$ cat src/rtl/core/bertlv_pkg.sv
// Shared types, codes and helpers for the BER primitive TLV encoder.
package bertlv_pkg;

  localparam int TAG_BYTES_DEF = 4;
  localparam int QUEUE_DEPTH   = 2;
  localparam int TAG_FIELD_BYTES = 4;

  localparam logic [2:0] CMD_INTEGER    = 3'd0;
  localparam logic [2:0] CMD_ENUMERATED = 3'd1;
  localparam logic [2:0] CMD_BOOLEAN    = 3'd2;
  localparam logic [2:0] CMD_NULL       = 3'd3;
  localparam logic [2:0] CMD_OCTET_HDR  = 3'd4;
  localparam logic [2:0] CMD_BIT_HDR    = 3'd5;
  localparam logic [2:0] CMD_PAYLOAD    = 3'd6;
  localparam logic [2:0] CMD_NONE       = 3'd7;

  localparam logic [1:0] SEG_TAG  = 2'd0;
  localparam logic [1:0] SEG_LEN  = 2'd1;
  localparam logic [1:0] SEG_CONT = 2'd2;

  localparam logic [7:0]  LEN_LONG      = 8'h80;
  localparam logic [31:0] LEN_SHORT_MAX = 32'd127;
  localparam logic [7:0]  BOOL_TRUE     = 8'hFF;
  localparam logic [7:0]  BOOL_FALSE    = 8'h00;

  typedef struct packed {
    logic [2:0]  cmd;
    logic        use_default_tag;
    logic [31:0] tag_value;
    logic [31:0] value;
  } in_t;

  typedef struct packed {
    logic [7:0] out_byte;
    logic       last;
  } out_t;

  typedef struct packed {
    logic [TAG_FIELD_BYTES-1:0][7:0] tag;
    logic [2:0]                      tag_cnt;
    logic [4:0][7:0]                 len_seg;
    logic [2:0]                      len_cnt;
    logic [3:0][7:0]                 cont;
    logic [2:0]                      cont_cnt;
  } desc_t;

  typedef struct packed {
    logic busy;
    logic emit;
    logic emit_last;
  } back_stat_t;

  function automatic logic [7:0] default_tag(input logic [2:0] cmd);
    logic [7:0] t;
    unique case (cmd)
      CMD_INTEGER:    t = 8'h02;
      CMD_ENUMERATED: t = 8'h0A;
      CMD_BOOLEAN:    t = 8'h01;
      CMD_NULL:       t = 8'h05;
      CMD_OCTET_HDR:  t = 8'h04;
      default:        t = 8'h03;
    endcase
    return t;
  endfunction

endpackage

$ cat src/rtl/core/ber_primitive_tlv_encoder_top.sv
// Top level of the BER primitive TLV encoder.
// Each accepted command produces its BER bytes on the enc channel, one byte per cycle while
// enc_stall does not hold it, the final byte of the command flagged by last. A command has
// tag bytes (1 to TAG_BYTES, at most 4), length bytes (0 to 5) and content bytes
// (0 to 4), so 1 to 10 bytes with four tag bytes; a payload command produces one byte and
// the unused command code 7 is absorbed with no byte. Commands are classified as they enter
// and wait in a DEPTH-entry queue, so the command side keeps accepting until the queue holds
// DEPTH commands, and while one is queued the next command's first byte follows the previous
// command's last byte with no gap. Sustained, commands are accepted only as fast as the
// serializer drains their bytes.
module ber_primitive_tlv_encoder_top #(
  parameter int TAG_BYTES = bertlv_pkg::TAG_BYTES_DEF,
  parameter int DEPTH     = bertlv_pkg::QUEUE_DEPTH
) (
  input  logic             clk,
  input  logic             rst,
  input  logic             cmd_valid,
  output logic             cmd_stall,
  input  bertlv_pkg::in_t  cmd_item,
  output logic             enc_valid,
  input  logic             enc_stall,
  output bertlv_pkg::out_t enc_item
);
  import bertlv_pkg::*;

  logic                       push;
  logic                       pop;
  desc_t                      wr_desc;
  desc_t                      rd_desc;
  logic                       q_valid;
  logic                       q_full;
  logic [$clog2(DEPTH+1)-1:0] q_count;
  back_stat_t                 stat;

  bertlv_front #(
    .TAG_BYTES(TAG_BYTES)
  ) u_front (
    .cmd_valid(cmd_valid),
    .cmd_stall(cmd_stall),
    .cmd_item (cmd_item),
    .q_full   (q_full),
    .push     (push),
    .desc     (wr_desc)
  );

  bertlv_queue #(
    .DEPTH(DEPTH)
  ) u_queue (
    .clk    (clk),
    .rst    (rst),
    .push   (push),
    .wr_data(wr_desc),
    .pop    (pop),
    .rd_data(rd_desc),
    .q_valid(q_valid),
    .q_full (q_full),
    .count  (q_count)
  );

  bertlv_back u_back (
    .clk      (clk),
    .rst      (rst),
    .q_valid  (q_valid),
    .q_data   (rd_desc),
    .pop      (pop),
    .enc_valid(enc_valid),
    .enc_stall(enc_stall),
    .enc_item (enc_item),
    .stat     (stat)
  );

  a_cmd_held: assert property (@(posedge clk) disable iff (rst)
    (cmd_valid && !cmd_stall && cmd_item.cmd != CMD_NONE) |=> (q_count != '0 || stat.busy))
    else $error("accepted command was lost");

  a_mid_item_busy: assert property (@(posedge clk) disable iff (rst)
    (stat.emit && !stat.emit_last) |=> stat.busy)
    else $error("serializer went idle inside an item");

  a_emit_shows: assert property (@(posedge clk) disable iff (rst)
    stat.emit |=> enc_valid)
    else $error("emitted byte not presented");

  a_queue_bound: assert property (@(posedge clk) disable iff (rst)
    q_count <= ($bits(q_count))'(DEPTH))
    else $error("queue count beyond depth");

endmodule

$ cat src/rtl/core/bertlv_front.sv
// Front end: accepts element commands and turns them into byte segment descriptors.
module bertlv_front #(
  parameter int TAG_BYTES = bertlv_pkg::TAG_BYTES_DEF
) (
  input  logic              cmd_valid,
  output logic              cmd_stall,
  input  bertlv_pkg::in_t   cmd_item,
  input  logic              q_full,
  output logic              push,
  output bertlv_pkg::desc_t desc
);
  import bertlv_pkg::*;

  localparam int KEPT = (TAG_BYTES < TAG_FIELD_BYTES) ? TAG_BYTES : TAG_FIELD_BYTES;

  logic [TAG_FIELD_BYTES-1:0][7:0] tag;
  logic [2:0]  tag_cnt;
  logic [2:0]  icnt;
  logic [2:0]  nlen;
  logic [31:0] len;
  logic [32:0] bit_sum;
  logic [2:0]  unused_bits;

  assign cmd_stall = q_full;
  assign push      = cmd_valid && !q_full && (cmd_item.cmd != CMD_NONE);

  always_comb begin
    tag = cmd_item.use_default_tag ? {24'h0, default_tag(cmd_item.cmd)} : cmd_item.tag_value;
    for (int i = 0; i < TAG_FIELD_BYTES; i++) begin
      if (i >= KEPT) begin
        tag[i] = 8'h00;
      end
    end
    tag_cnt = 3'd1;
    for (int i = 1; i < TAG_FIELD_BYTES; i++) begin
      if (tag[i] != 8'h00) begin
        tag_cnt = 3'(i + 1);
      end
    end

    if (cmd_item.value[31:23] != {9{cmd_item.value[31]}}) begin
      icnt = 3'd4;
    end else if (cmd_item.value[23:15] != {9{cmd_item.value[31]}}) begin
      icnt = 3'd3;
    end else if (cmd_item.value[15:7] != {9{cmd_item.value[31]}}) begin
      icnt = 3'd2;
    end else begin
      icnt = 3'd1;
    end

    bit_sum     = {1'b0, cmd_item.value} + 33'd7;
    unused_bits = 3'd0 - cmd_item.value[2:0];

    desc.cont     = '0;
    desc.cont_cnt = 3'd0;
    unique case (cmd_item.cmd)
      CMD_INTEGER, CMD_ENUMERATED: begin
        len           = {29'h0, icnt};
        desc.cont     = cmd_item.value;
        desc.cont_cnt = icnt;
      end
      CMD_BOOLEAN: begin
        len           = 32'd1;
        desc.cont     = {24'h0, (cmd_item.value != 32'h0) ? BOOL_TRUE : BOOL_FALSE};
        desc.cont_cnt = 3'd1;
      end
      CMD_NULL: begin
        len = 32'd0;
      end
      CMD_OCTET_HDR: begin
        len = cmd_item.value;
      end
      CMD_BIT_HDR: begin
        len           = {2'b00, bit_sum[32:3]} + 32'd1;
        desc.cont     = {29'h0, unused_bits};
        desc.cont_cnt = 3'd1;
      end
      default: begin
        len = 32'd0;
      end
    endcase

    if (len[31:24] != 8'h0) begin
      nlen = 3'd4;
    end else if (len[23:16] != 8'h0) begin
      nlen = 3'd3;
    end else if (len[15:8] != 8'h0) begin
      nlen = 3'd2;
    end else begin
      nlen = 3'd1;
    end

    if (len <= LEN_SHORT_MAX) begin
      desc.len_seg = {32'h0, len[7:0]};
      desc.len_cnt = 3'd1;
    end else begin
      unique case (nlen)
        3'd1:    desc.len_seg = {24'h0, LEN_LONG | 8'h01, len[7:0]};
        3'd2:    desc.len_seg = {16'h0, LEN_LONG | 8'h02, len[15:0]};
        3'd3:    desc.len_seg = {8'h0, LEN_LONG | 8'h03, len[23:0]};
        default: desc.len_seg = {LEN_LONG | 8'h04, len};
      endcase
      desc.len_cnt = nlen + 3'd1;
    end

    desc.tag     = tag;
    desc.tag_cnt = tag_cnt;
    if (cmd_item.cmd == CMD_PAYLOAD) begin
      desc.tag      = {24'h0, cmd_item.value[7:0]};
      desc.tag_cnt  = 3'd1;
      desc.len_cnt  = 3'd0;
      desc.cont_cnt = 3'd0;
    end
  end

endmodule

$ cat src/rtl/core/bertlv_queue.sv
// Short descriptor queue between the front end and the serializer.
module bertlv_queue #(
  parameter int DEPTH = bertlv_pkg::QUEUE_DEPTH
) (
  input  logic                       clk,
  input  logic                       rst,
  input  logic                       push,
  input  bertlv_pkg::desc_t          wr_data,
  input  logic                       pop,
  output bertlv_pkg::desc_t          rd_data,
  output logic                       q_valid,
  output logic                       q_full,
  output logic [$clog2(DEPTH+1)-1:0] count
);
  import bertlv_pkg::*;

  localparam int AW = (DEPTH > 1) ? $clog2(DEPTH) : 1;
  localparam int CW = $clog2(DEPTH + 1);

  desc_t   mem [DEPTH];
  logic [AW-1:0] wr_ptr;
  logic [AW-1:0] rd_ptr;

  assign q_valid = count != '0;
  assign q_full  = count == CW'(DEPTH);
  assign rd_data = mem[rd_ptr];

  always_ff @(posedge clk) begin
    if (push) begin
      mem[wr_ptr] <= wr_data;
    end
  end

  always_ff @(posedge clk) begin
    if (rst) begin
      wr_ptr <= '0;
      rd_ptr <= '0;
      count  <= '0;
    end else begin
      if (push) begin
        wr_ptr <= (wr_ptr == AW'(DEPTH - 1)) ? '0 : wr_ptr + AW'(1);
      end
      if (pop) begin
        rd_ptr <= (rd_ptr == AW'(DEPTH - 1)) ? '0 : rd_ptr + AW'(1);
      end
      if (push && !pop) begin
        count <= count + CW'(1);
      end else if (pop && !push) begin
        count <= count - CW'(1);
      end
    end
  end

endmodule

$ cat src/rtl/core/bertlv_back.sv
// Serializer: walks tag, length and content segments, emitting one byte per cycle unless stalled.
module bertlv_back (
  input  logic                   clk,
  input  logic                   rst,
  input  logic                   q_valid,
  input  bertlv_pkg::desc_t      q_data,
  output logic                   pop,
  output logic                   enc_valid,
  input  logic                   enc_stall,
  output bertlv_pkg::out_t       enc_item,
  output bertlv_pkg::back_stat_t stat
);
  import bertlv_pkg::*;

  logic       busy;
  desc_t      cur;
  logic [1:0] seg;
  logic [2:0] idx;
  logic       adv;
  logic       is_last;
  logic [7:0] cur_byte;
  logic [7:0] len_byte;

  always_comb begin
    unique case (idx)
      3'd0:    len_byte = cur.len_seg[0];
      3'd1:    len_byte = cur.len_seg[1];
      3'd2:    len_byte = cur.len_seg[2];
      3'd3:    len_byte = cur.len_seg[3];
      3'd4:    len_byte = cur.len_seg[4];
      default: len_byte = 8'h00;
    endcase
    unique case (seg)
      SEG_TAG:  cur_byte = cur.tag[idx[1:0]];
      SEG_LEN:  cur_byte = len_byte;
      SEG_CONT: cur_byte = cur.cont[idx[1:0]];
      default:  cur_byte = 8'h00;
    endcase
    is_last = (idx == 3'd0) &&
              ((seg == SEG_TAG && cur.len_cnt == 3'd0) ||
               (seg == SEG_LEN && cur.cont_cnt == 3'd0) ||
               (seg == SEG_CONT));
  end

  assign adv = busy && (!enc_valid || !enc_stall);
  assign pop = q_valid && (!busy || (adv && is_last));

  assign stat.busy      = busy;
  assign stat.emit      = adv;
  assign stat.emit_last = adv && is_last;

  always_ff @(posedge clk) begin
    if (pop) begin
      cur <= q_data;
    end
    if (adv) begin
      enc_item.out_byte <= cur_byte;
      enc_item.last     <= is_last;
    end
  end

  always_ff @(posedge clk) begin
    if (rst) begin
      busy      <= 1'b0;
      seg       <= SEG_TAG;
      idx       <= 3'd0;
      enc_valid <= 1'b0;
    end else begin
      if (adv) begin
        enc_valid <= 1'b1;
      end else if (!enc_stall) begin
        enc_valid <= 1'b0;
      end

      if (pop) begin
        busy <= 1'b1;
        seg  <= SEG_TAG;
        idx  <= q_data.tag_cnt - 3'd1;
      end else if (adv) begin
        if (is_last) begin
          busy <= 1'b0;
        end else if (idx != 3'd0) begin
          idx <= idx - 3'd1;
        end else if (seg == SEG_TAG) begin
          seg <= SEG_LEN;
          idx <= cur.len_cnt - 3'd1;
        end else begin
          seg <= SEG_CONT;
          idx <= cur.cont_cnt - 3'd1;
        end
      end
    end
  end

endmodule
$ cat config.mk
export PLATFORM = sky130hd
export DESIGN_NAME = ber_primitive_tlv_encoder_top
export DESIGN_NICKNAME = d
export VERILOG_FILES = /design/src/rtl/core/bertlv_pkg.sv /design/src/rtl/core/ber_primitive_tlv_encoder_top.sv /design/src/rtl/core/bertlv_front.sv /design/src/rtl/core/bertlv_queue.sv /design/src/rtl/core/bertlv_back.sv
export SDC_FILE = /design/constraint.sdc
export NUM_CORES = 1
export LEC_CHECK = 0
export BUFFER_PORTS_ARGS = -buffer_cell sky130_fd_sc_hd__buf_4
export CAP_MARGIN = 20
export CORE_MARGIN = 2
export CORE_UTILIZATION = 40
export DETAILED_ROUTE_END_ITERATION = 8
export PLACE_DENSITY = 0.68
export REMOVE_ABC_BUFFERS = 1
export SLEW_MARGIN = 40
export SYNTH_ARGS = -nofsm -noshare
export SYNTH_HDL_FRONTEND = slang
export SYNTH_SLANG_ARGS = --single-unit
$ cat constraint.sdc
create_clock -name clk -period 6.08 [get_ports clk]
set_input_delay 0.304 -clock clk [delete_from_list [all_inputs] [get_ports clk]]
set_output_delay 0.304 -clock clk [all_outputs]
set_load 0.01 [all_outputs]
==> results of run 1 <==
worst reg2reg max path: stages (launching register included):
cell and delay [ps]:
dfxtp_1 300, buf_4 270, inv_1 150, ha_1 240, ha_1 560, nand2_1 260, o21ai_0 270, o21ai_1 240
inv_6 500, buf_4 480
power breakdown:
group / switching, mW / total, mW / internal (mW) / leakage, nW
clock network: 0.849 / 1.98 / 1.13 / 0.510
logic: 1.03 / 1.71 / 0.675 / 2.51
registers: 0.203 / 3.57 / 3.37 / 3.18
worst paths after layout:
kind / depth (start not counted) / from / slack [ps] / to
worst max-delay path: 19 / cmd_item[0] / 720 / u_queue.mem[1][69]
worst min-delay path: 2 / rst / 40 / register
worst max register to register: 9 / u_back.idx[0] / 2460 / u_back.cur[29]
worst min register to register: 2 / u_back.busy / 490 / u_back.enc_valid
state kept, by name (all words and copies together) (netlist names), named ones only:
signal	cells
u_queue.count	2
u_back.idx	3
u_queue.wr_ptr	1
u_back.busy	1
u_back.cur	103
u_queue.rd_ptr	1
u_back.enc_item	9
u_back.seg	2
u_back.enc_valid	1
u_queue.mem	212
synthesized netlist by cell type (all sizes together) (17+ instances only):
| cell | count | share of area [%] |
|---|---|---|
| nor4 | 17 | 0.71 |
| edfxtp | 324 | 61 |
| and2 | 33 | 1.3 |
| nand3 | 36 | 1.1 |
| inv | 18 | 0.43 |
| ha | 18 | 1.4 |
| and3 | 36 | 1.4 |
| nand4 | 17 | 0.84 |
| nor3 | 30 | 1.0 |
| clkbuf | 53 | 1.3 |
| nor2 | 50 | 1.2 |
| a21oi | 47 | 1.5 |
| mux2i | 20 | 1.3 |
| o21ai | 39 | 1.2 |
| mux2 | 106 | 7.5 |
| nand2 | 73 | 1.7 |
| buf | 23 | 0.77 |
| xnor2 | 28 | 1.5 |
area by class of cell:
class	count	area, µm²
clock buffers	47	931
multi-input cells	731	5510
clock inverters	14	130
well taps	518	648
fillers	3452	20800
repair buffers	106	808
flip-flops and latches	336	9970
inverters	18	72.6
logic make-up (layout without fill, tap and decap cells):
logic type                 Yosys count  in the layout  share of synthesized area [%]
xor gates and xnor gates            44             44                           2.43
muxes                              142            142                           11.1
adders and majority gates           18             18                           1.42
AOI/OAI and AO/OA                  180            180                           7.79
DFF                                336            336                           62.9
and+or+nand+nor                    347            347                           11.9
buffers and inverters               94            185                           2.46
metrics by stage:
stage	instance area, µm²	util, %	setup slack (ps)
2_1_floorplan	15500	-	352
3_3_place_gp	17000	43.6	533
3_5_place_dp	17000	43.6	312
4_1_cts	18000	46.4	830
5_1_grt	18100	46.4	243
6_report	18100	46.4	721
metal layers:
layer	track usage, %	up-vias	wire, µm
li1	-	4627	-
met1	27.2	5057	17600
met2	30.0	418	17900
met3	3.43	68	2800
met4	5.50	0	968
met5	0	-	0
==> results.py, run 1 <==
metrics = {
    "outcome": {
        "run_status": "completed",
    },
    "clock_network": {
        "cts_setup_buffers": 0,
        "insertion_delay_ps": 520,
        "cts-resized-gates": 0,
        "cts_tree": "yes",
        "path_clk_slew_ps": 60,
        "cts_buffer_depth": 3,
        "clkSinkCount": 336,
        "cts-hold-fix-buffers": 0,
        "htree_levels": 2,
        "cts_root_buffer": "clkbuf_16",
        "numCtsBuffers": 35,
    },
    "setup_path": {
        "cp_slowest_cell": "or4_1",
        "cp_num_buf_inv": 3,
        "path_delay_family": "simple AND/OR/NAND/NOR gates",
        "cp_max_fo": 9,
        "slowest_delay_ps": 570,
        "worstSetupPathType": "input port to register",
        "critPathArrivalTime_ps": 5680,
        "endpoint_kind": "register",
        "crit_required_ps": 6400,
        "critical_path.cell_chain": "buf_4 > inv_1 > ha_1 > nand2b_1 > nand2_1 > or4_1 > a222oi_1 > nand3_1 > nor3_2 > a21boi_0 > nand3b_1 > nor3_2 > and3_1 > inv_2 > ha_1 > nor3_1 > nand4_4 > o2bb2ai_4 > a22oi_1",
        "startpoint_type": "input port",
    },
    "logic_synthesis": {
        "syn_area_um2": 15800,
        "synth_area_per_cell_um2": 13.6,
        "synth-seq-cells": 336,
        "synth_cells": 1161,
        "synth_edf_count": 324,
        "yosysWarnings": 0,
        "ys_types": 72,
        "postSynth.asyncResetShare_pct": 0,
        "yosysSeqAreaShare_pct": 62.9,
        "synth_flop_cell": "edfxtp_1",
    },
    "place": {
        "post-dp-hpwl_mm": 27.1,
        "placed_cells": 1708,
        "io_buffers": 82,
        "gp_congestion": 0.907,
    },
    "finish": {
        "num-nets-final": 1318,
        "layoutNonFillerInstCount": 1770,
        "diodes": 0,
        "drive_above_1_share_pct": 23.3,
        "final_common_cell": "edfxtp_1",
        "area_growth_pct": 14.0,
        "most-common-layout-cells": "edfxtp_1 (324), mux2_2 (106), buf_4 (105)",
    },
    "floorplan": {
        "initial_core_util_pct": 40.7,
        "design.die.area_um2": 41200,
        "core_um2": 38900,
        "die_w_um": 203,
        "die_h_um": 203,
        "rows": 72,
        "ioPinCount": 83,
    },
    "drt": {
        "drt-pass1-iter-count": 8,
        "drt_drc_violations_left": 0,
        "routed_wirelength_mm": 39.3,
        "drtAntennaViolNets": 0,
        "vias": 10200,
        "vias_per_cell": 5.75,
        "drt_iter0_drc": 1085,
        "wire_per_inst_um": 22.2,
    },
    "power_and_ir_drop": {
        "p_total_mw": 7.25,
        "ir_drop_mv": 0.211,
        "leakage_nw": 6.20,
        "pwr_density_cell_nw_per_um2": 401,
    },
    "global_route": {
        "overflow": 0,
        "antenna_found_initial": 1,
        "grt_usage_pct": 19.1,
        "grt_start_max_net_pins": 61,
        "grt_pass1_wl_mm": 60.0,
        "grt_pass1_vias": 10000,
    },
    "job": {
        "max_cap_viol_count": 0,
    },
    "timing": {
        "max_slew.worst_pin.slew_ps": 845,
        "slew_headroom_pct": 43.3,
        "rsz0062_at_grt": "false",
        "hold_violations": 0,
        "fmax_ghz": 0.187,
        "clock_skew_ps": 16.7,
        "fin_hold_ws_ps": 45.0,
        "setup_viol": 0,
        "fin_tns_setup_ps": 0,
        "drv_slew": 0,
        "min_period_ps": 5360,
        "post-route-period-util_pct": 88.1,
    },
    "min_path": {
        "min_path_type": "input port to register",
    },
}
Power figures use the tool's default switching activity.
==> run 2: changes to the inputs <==
--- a/config.mk
+++ b/config.mk
@@ -7,7 +7,7 @@
 export LEC_CHECK = 0
 export BUFFER_PORTS_ARGS = -buffer_cell sky130_fd_sc_hd__buf_4
 export CAP_MARGIN = 20
-export CORE_MARGIN = 2
+export CORE_MARGIN = 5
 export CORE_UTILIZATION = 40
 export DETAILED_ROUTE_END_ITERATION = 8
 export PLACE_DENSITY = 0.68
==> run 2 against run 1 <==
  * Via count fell by 0.85%
  * Critical path depth fell by 1
  * Combinational power barely moved
  * Non-clock buffer count fell by 4
  * Die area rose by 6.0%
  * Wire length rose by 0.24%
  * Critical endpoint is now u_queue.mem[0][55]
  * Highest routed layer is now met5
==> results.py, run 2 (synthesis gave the netlist of run 1 again) <==
metrics = {
    "clock_network": {
        "insertion_delay_ps": 530,
        "cts_root_buffer": "clkbuf_16",
        "htree_levels": 2,
        "cts-hold-fix-buffers": 0,
        "clkSinkCount": 336,
        "cts_setup_buffers": 0,
        "cts_buffer_depth": 3,
        "cts-resized-gates": 0,
        "numCtsBuffers": 35,
        "path_clk_slew_ps": 60,
        "cts_tree": "yes",
    },
    "setup_path": {
        "cp_max_fo": 8,
        "crit_required_ps": 6410,
        "startpoint_type": "input port",
        "critPathArrivalTime_ps": 5530,
        "reg2reg_slack_ps": 2360,
        "worstSetupPathType": "input port to register",
        "endpoint_kind": "register",
    },
    "timing": {
        "slew_headroom_pct": 44.0,
        "max_slew.worst_pin.slew_ps": 839,
        "layout_setup_ws_ps": 876,
        "min_period_ps": 5200,
        "clock_skew_ps": 22.6,
        "fin_hold_ws_ps": 57.6,
        "drv_slew": 0,
        "fmax_ghz": 0.192,
        "rsz0062_at_grt": "false",
        "post-route-period-util_pct": 85.6,
        "hold_violations": 0,
        "fin_tns_setup_ps": 0,
        "setup_viol": 0,
    },
    "global_route": {
        "overflow": 0,
        "grt_pass1_wl_mm": 59.9,
        "antenna_found_initial": 2,
        "grt_usage_pct": 17.6,
        "grt_pass1_vias": 9993,
        "grt_start_max_net_pins": 81,
    },
    "drt": {
        "wl_met2_mm": 18.6,
        "drt-pass1-iter-count": 5,
        "routed_wirelength_mm": 39.4,
        "wire_per_inst_um": 22.2,
        "drtAntennaViolNets": 0,
        "vias_per_cell": 5.69,
        "drt_drc_violations_left": 0,
        "wl_met1_mm": 17.2,
        "drt_iter0_drc": 1042,
        "dr_wl_met3_mm": 2.89,
        "vias": 10100,
        "highest_layer": "met5",
    },
    "floorplan": {
        "core_um2": 39500,
        "initial_core_util_pct": 40.2,
        "die_w_um": 209,
        "die_h_um": 209,
        "design.die.area_um2": 43700,
        "rows": 73,
        "ioPinCount": 83,
    },
    "outcome": {
        "run_status": "completed",
    },
    "finish": {
        "top_register": "u_queue.mem",
        "top_regs": "u_queue.mem x212, u_back.cur x103, u_back.enc_item x9",
        "drive_above_1_share_pct": 23.5,
        "area_growth_pct": 14.5,
        "final_util_pct": 46.0,
        "num-nets-final": 1314,
        "largest_reg_flops": 212,
        "final_common_cell": "edfxtp_1",
        "most-common-layout-cells": "edfxtp_1 (324), mux2_2 (106), buf_4 (99)",
    },
    "place": {
        "post-dp-hpwl_mm": 27.2,
        "gp_congestion": 0.890,
        "io_buffers": 82,
        "dp_slack_ps": 400,
    },
    "min_path": {
        "min_path_type": "input port to register",
    },
    "power_and_ir_drop": {
        "p_total_mw": 7.40,
        "leakage_nw": 6.24,
        "pwr_density_cell_nw_per_um2": 408,
        "ir_drop_mv": 0.221,
    },
    "job": {
        "max_cap_viol_count": 0,
    },
}
run 2: changes by cell type in the layout (fill, tap and decap cells not counted), moves of 2 or more:
cell       delta
buf_4         -6
buf_6         +2
bufinv_16     +4
clkbuf_1      -4
run 2: metal layers:
layer | vias up | track usage [%]
li1 | 4622 | -
met1 | 5052 | 25.1
met2 | 353 | 28.2
met3 | 55 | 3.72
met4 | 2 | 4.03
met5 | - | 0
run 2: critical path: stages:
cell,delay (ps)
buf_4,120
inv_1,80
ha_1,260
nand2b_1,230
nand2_1,200
or4_1,550
a222oi_1,480
nand3b_1,280
nor3_1,470
mux2_2,390
o211ai_1,380
nand3_1,200
o21a_1,230
ha_1,230
nor3_1,360
nand4_4,230
o2bb2ai_4,250
a22oi_1,290
run 2: worst paths after layout:
check,from,endpoint,cells past startpoint
hold / removal,rst,register,2
hold reg to reg,u_back.busy,u_back.enc_valid,2
setup / recovery,cmd_item[0],u_queue.mem[0][55],18
setup reg to reg,u_back.idx[0],u_back.cur[21],9
run 2: through the flow:
stage / cell area (µm²) / instances
2_1_floorplan: 15500 / 1085
3_3_place_gp: 17000 / 1711
3_5_place_dp: 17000 / 1711
4_1_cts: 18100 / 1771
5_1_grt: 18100 / 1772
6_report: 18100 / 1773
run 2: area by class of cell:
| type | count | area, µm² |
|---|---|---|
| antenna | 1 | 2.50 |
| clock buffer | 42 | 902 |
| clock inverter | 18 | 245 |
| fill | 3513 | 21300 |
| inverter | 18 | 72.6 |
| multi-input combinational | 731 | 5510 |
| sequential | 336 | 9970 |
| tap | 525 | 657 |
| timing repair buffer | 102 | 786 |
run 2: where the power goes:
group | leakage [nW] | total (mW) | switching [mW] | internal [mW]
Sequential | 3.18 | 3.57 | 0.202 | 3.37
Clock | 0.559 | 2.13 | 0.853 | 1.28
Combinational | 2.50 | 1.70 | 1.03 | 0.672
Total | 6.24 | 7.40 | 2.08 | 5.32
==> run 3: changes to the inputs <==
--- a/config.mk
+++ b/config.mk
@@ -5,6 +5,7 @@
 export SDC_FILE = /design/constraint.sdc
 export NUM_CORES = 1
 export LEC_CHECK = 0
+export ABC_AREA = 1
 export BUFFER_PORTS_ARGS = -buffer_cell sky130_fd_sc_hd__buf_4
 export CAP_MARGIN = 20
 export CORE_MARGIN = 5
==> run 3 against run 2 <==
  * Final cell count rose by 24%
  * Global-route usage rose by 2.4 points
  * Synthesized cell count rose by 33%
  * Worst hold slack improved by 16 ps
  * Via count rose by 19%
  * Core utilization rose by 0.28 points
  * Design area rose by 4.1%
  * Critical path type unchanged
  * Largest power group unchanged
  * Highest routed layer unchanged
==> results.py, run 3 <==
metrics = {
    "logic_synthesis": {
        "postSynth.asyncResetShare_pct": 0,
        "synth_most_common_cell": "edfxtp_1",
        "synthSimpleGateAreaFrac_pct": 20.5,
        "yosys-top-cells-area": "edfxtp_1 (59%), mux2_2 (7.0%), nand2_1 (6.7%), nor2_1 (4.0%), nand3_1 (3.3%)",
        "synth_area_per_cell_um2": 10.7,
        "synth_cells": 1544,
        "syn_area_um2": 16500,
        "synth_top_area_share_pct": 58.9,
        "synth_edf_count": 324,
        "synth_xor_xnor_area_share_pct": 0.212,
        "synth_flop_cell": "edfxtp_1",
        "synth_area_leader_cell": "edfxtp_1",
        "synth.area.mux_share_pct": 7.26,
        "yosysWarnings": 0,
        "synthTopCellsByCount": "edfxtp_1 (324), nand2_1 (295), nor2_1 (177)",
        "ys_types": 52,
        "synth-seq-cells": 336,
        "synth_compound_gate_area_share_pct": 5.86,
        "yosysSeqAreaShare_pct": 60.3,
        "synth_top_family_by_area": "simple AND/OR/NAND/NOR gates",
        "yosys.area_share.adder_pct": 1.36,
    },
    "setup_path": {
        "critPathArrivalTime_ps": 4230,
        "worstSetupPathType": "input port to register",
        "crit_required_ps": 6340,
        "endpoint_kind": "register",
        "cp_max_fo": 13,
        "startpoint_type": "input port",
        "reg2reg_depth": 10,
    },
    "clock_network": {
        "cts-resized-gates": 0,
        "cts_setup_buffers": 0,
        "numCtsBuffers": 35,
        "clkSinkCount": 336,
        "insertion_delay_ps": 530,
        "path_clk_slew_ps": 60,
        "cts_tree": "yes",
        "cts-hold-fix-buffers": 1,
        "cts_root_buffer": "clkbuf_16",
        "htree_levels": 2,
        "cts_buffer_depth": 3,
    },
    "power_and_ir_drop": {
        "pwr-share-clk_pct": 26.3,
        "combPwrFrac_pct": 26.7,
        "switchingPower_mw": 2.37,
        "p_sw_share_pct": 31.3,
        "p_int_mw": 5.21,
        "leakage_nw": 7.23,
        "ir_drop_mv": 0.268,
        "pwr_density_cell_nw_per_um2": 401,
        "seq_power_share_pct": 47.0,
    },
    "place": {
        "placed_cells": 2134,
        "io_buffers": 82,
        "post-dp-hpwl_mm": 32.8,
        "gp_congestion": 0.987,
    },
    "floorplan": {
        "die_h_um": 213,
        "rows": 74,
        "design.die.area_um2": 45500,
        "initial_core_util_pct": 40.5,
        "die_w_um": 213,
        "core_um2": 40800,
        "ioPinCount": 83,
    },
    "finish": {
        "layoutNonFillerInstCount": 2191,
        "final_util_pct": 46.3,
        "most-common-layout-cells": "edfxtp_1 (324), nand2_1 (295), nor2_1 (173)",
        "largest_reg_flops": 212,
        "fill_cells": 3740,
        "num-nets-final": 1731,
        "area_growth_pct": 14.3,
        "top_regs": "u_queue.mem x212, u_back.cur x103, u_back.enc_item x9",
        "diodes": 0,
        "drive_above_1_share_pct": 22.3,
        "top_register": "u_queue.mem",
        "final_common_cell": "edfxtp_1",
    },
    "outcome": {
        "run_status": "completed",
    },
    "timing": {
        "clock_skew_ps": 21.8,
        "fin_tns_setup_ps": 0,
        "rsz0062_at_grt": "false",
        "setup_viol": 0,
        "slew_headroom_pct": 42.6,
        "max_slew.worst_pin.slew_ps": 861,
        "hold_violations": 0,
        "post-route-period-util_pct": 65.3,
        "drv_slew": 0,
        "min_period_ps": 3970,
        "fmax_ghz": 0.252,
    },
    "drt": {
        "drt_iter0_drc": 1251,
        "drtAntennaViolNets": 0,
        "drt-pass1-iter-count": 5,
        "vias_per_cell": 5.46,
        "vias": 12000,
        "wire_per_inst_um": 20.8,
        "routed_wirelength_mm": 45.6,
        "drt_drc_violations_left": 0,
    },
    "global_route": {
        "grt_start_max_net_pins": 57,
        "antenna_found_initial": 1,
        "grt_usage_pct": 20.0,
        "overflow": 0,
        "grt_pass1_vias": 11900,
        "grt_pass1_wl_mm": 69.8,
    },
    "min_path": {
        "min_path_type": "input port to register",
        "min_path_cells": 3,
    },
    "job": {
        "max_cap_viol_count": 0,
    },
}
-- run 3: logic make-up after synthesis --
| group | Yosys count |
|---|---|
| mux | 107 |
| buf+inv | 191 |
| compound gates | 163 |
| simple gates | 725 |
| flops | 336 |
| fa+ha+maj | 18 |
| xor+xnor | 4 |
-- run 3: layout make-up --
type	count	area, µm²	area share [%]
inverters	148	561	2.97
clock buffers	45	955	5.05
repair buffers	103	803	4.25
multi-input cells	1017	5840	30.9
well taps	532	666	3.52
flip-flops and latches	336	9970	52.8
clock inverters	10	93.8	0.497
-- run 3: worst max-delay path, cell delays in order --
cell and delay [ps]:
buf_4 130, inv_1 190, nand2_2 240, nand2_1 110, nand2_1 120, inv_1 170, ha_1 260, nand3_2 200
nor2_4 180, nand3_2 140, nor2_4 200, nand4_1 110, nand3_1 140, nand2_1 100, nor2_1 120, nand3_1 80
nor2_1 100, inv_1 50, o21ai_0 290, inv_1 110, ha_1 200, ha_1 200, clkinv_1 170, nand2_2 120
nand2_8 120, nor2_2 60
-- run 3: final timing paths --
path	from	endpoint	slack, ps
max	cmd_item[0]	u_queue.mem[0][69]	2110
min	enc_stall	u_back.enc_valid	70
max reg2reg	u_back.seg[0]	u_back.cur[69]	2410
min reg2reg	u_queue.rd_ptr	register	460
-- run 3: per-stage QoR --
stage	hold WS (ps)	instance area, µm²	setup slack (ps)	power (mW)
final	73.6	18900	2110	7.58
after global routing	84.1	18900	1670	7.94
after CTS	54.2	18900	2200	7.63
after detailed placement	439	17800	1670	5.62
after global placement	424	17800	1760	5.56
after floorplan	373	16300	251	4.93
-- run 3: layer usage --
metal	track usage, %	routed length [µm]
met1	28.6	20200
met3	3.22	3390
met4	6.58	1350
met5	0	13
met2	31.5	20600
-- run 3: power groups by stage --
| stage | combinational, mW | sequential, mW | clock, mW |
|---|---|---|---|
| after floorplan | 1.24 | 3.69 | 0 |
| after global placement | 1.92 | 3.64 | 0 |
| after detailed placement | 2.02 | 3.61 | 0 |
| after CTS | 2.03 | 3.57 | 2.03 |
| after global routing | 2.21 | 3.62 | 2.12 |
| final | 2.03 | 3.56 | 1.99 |
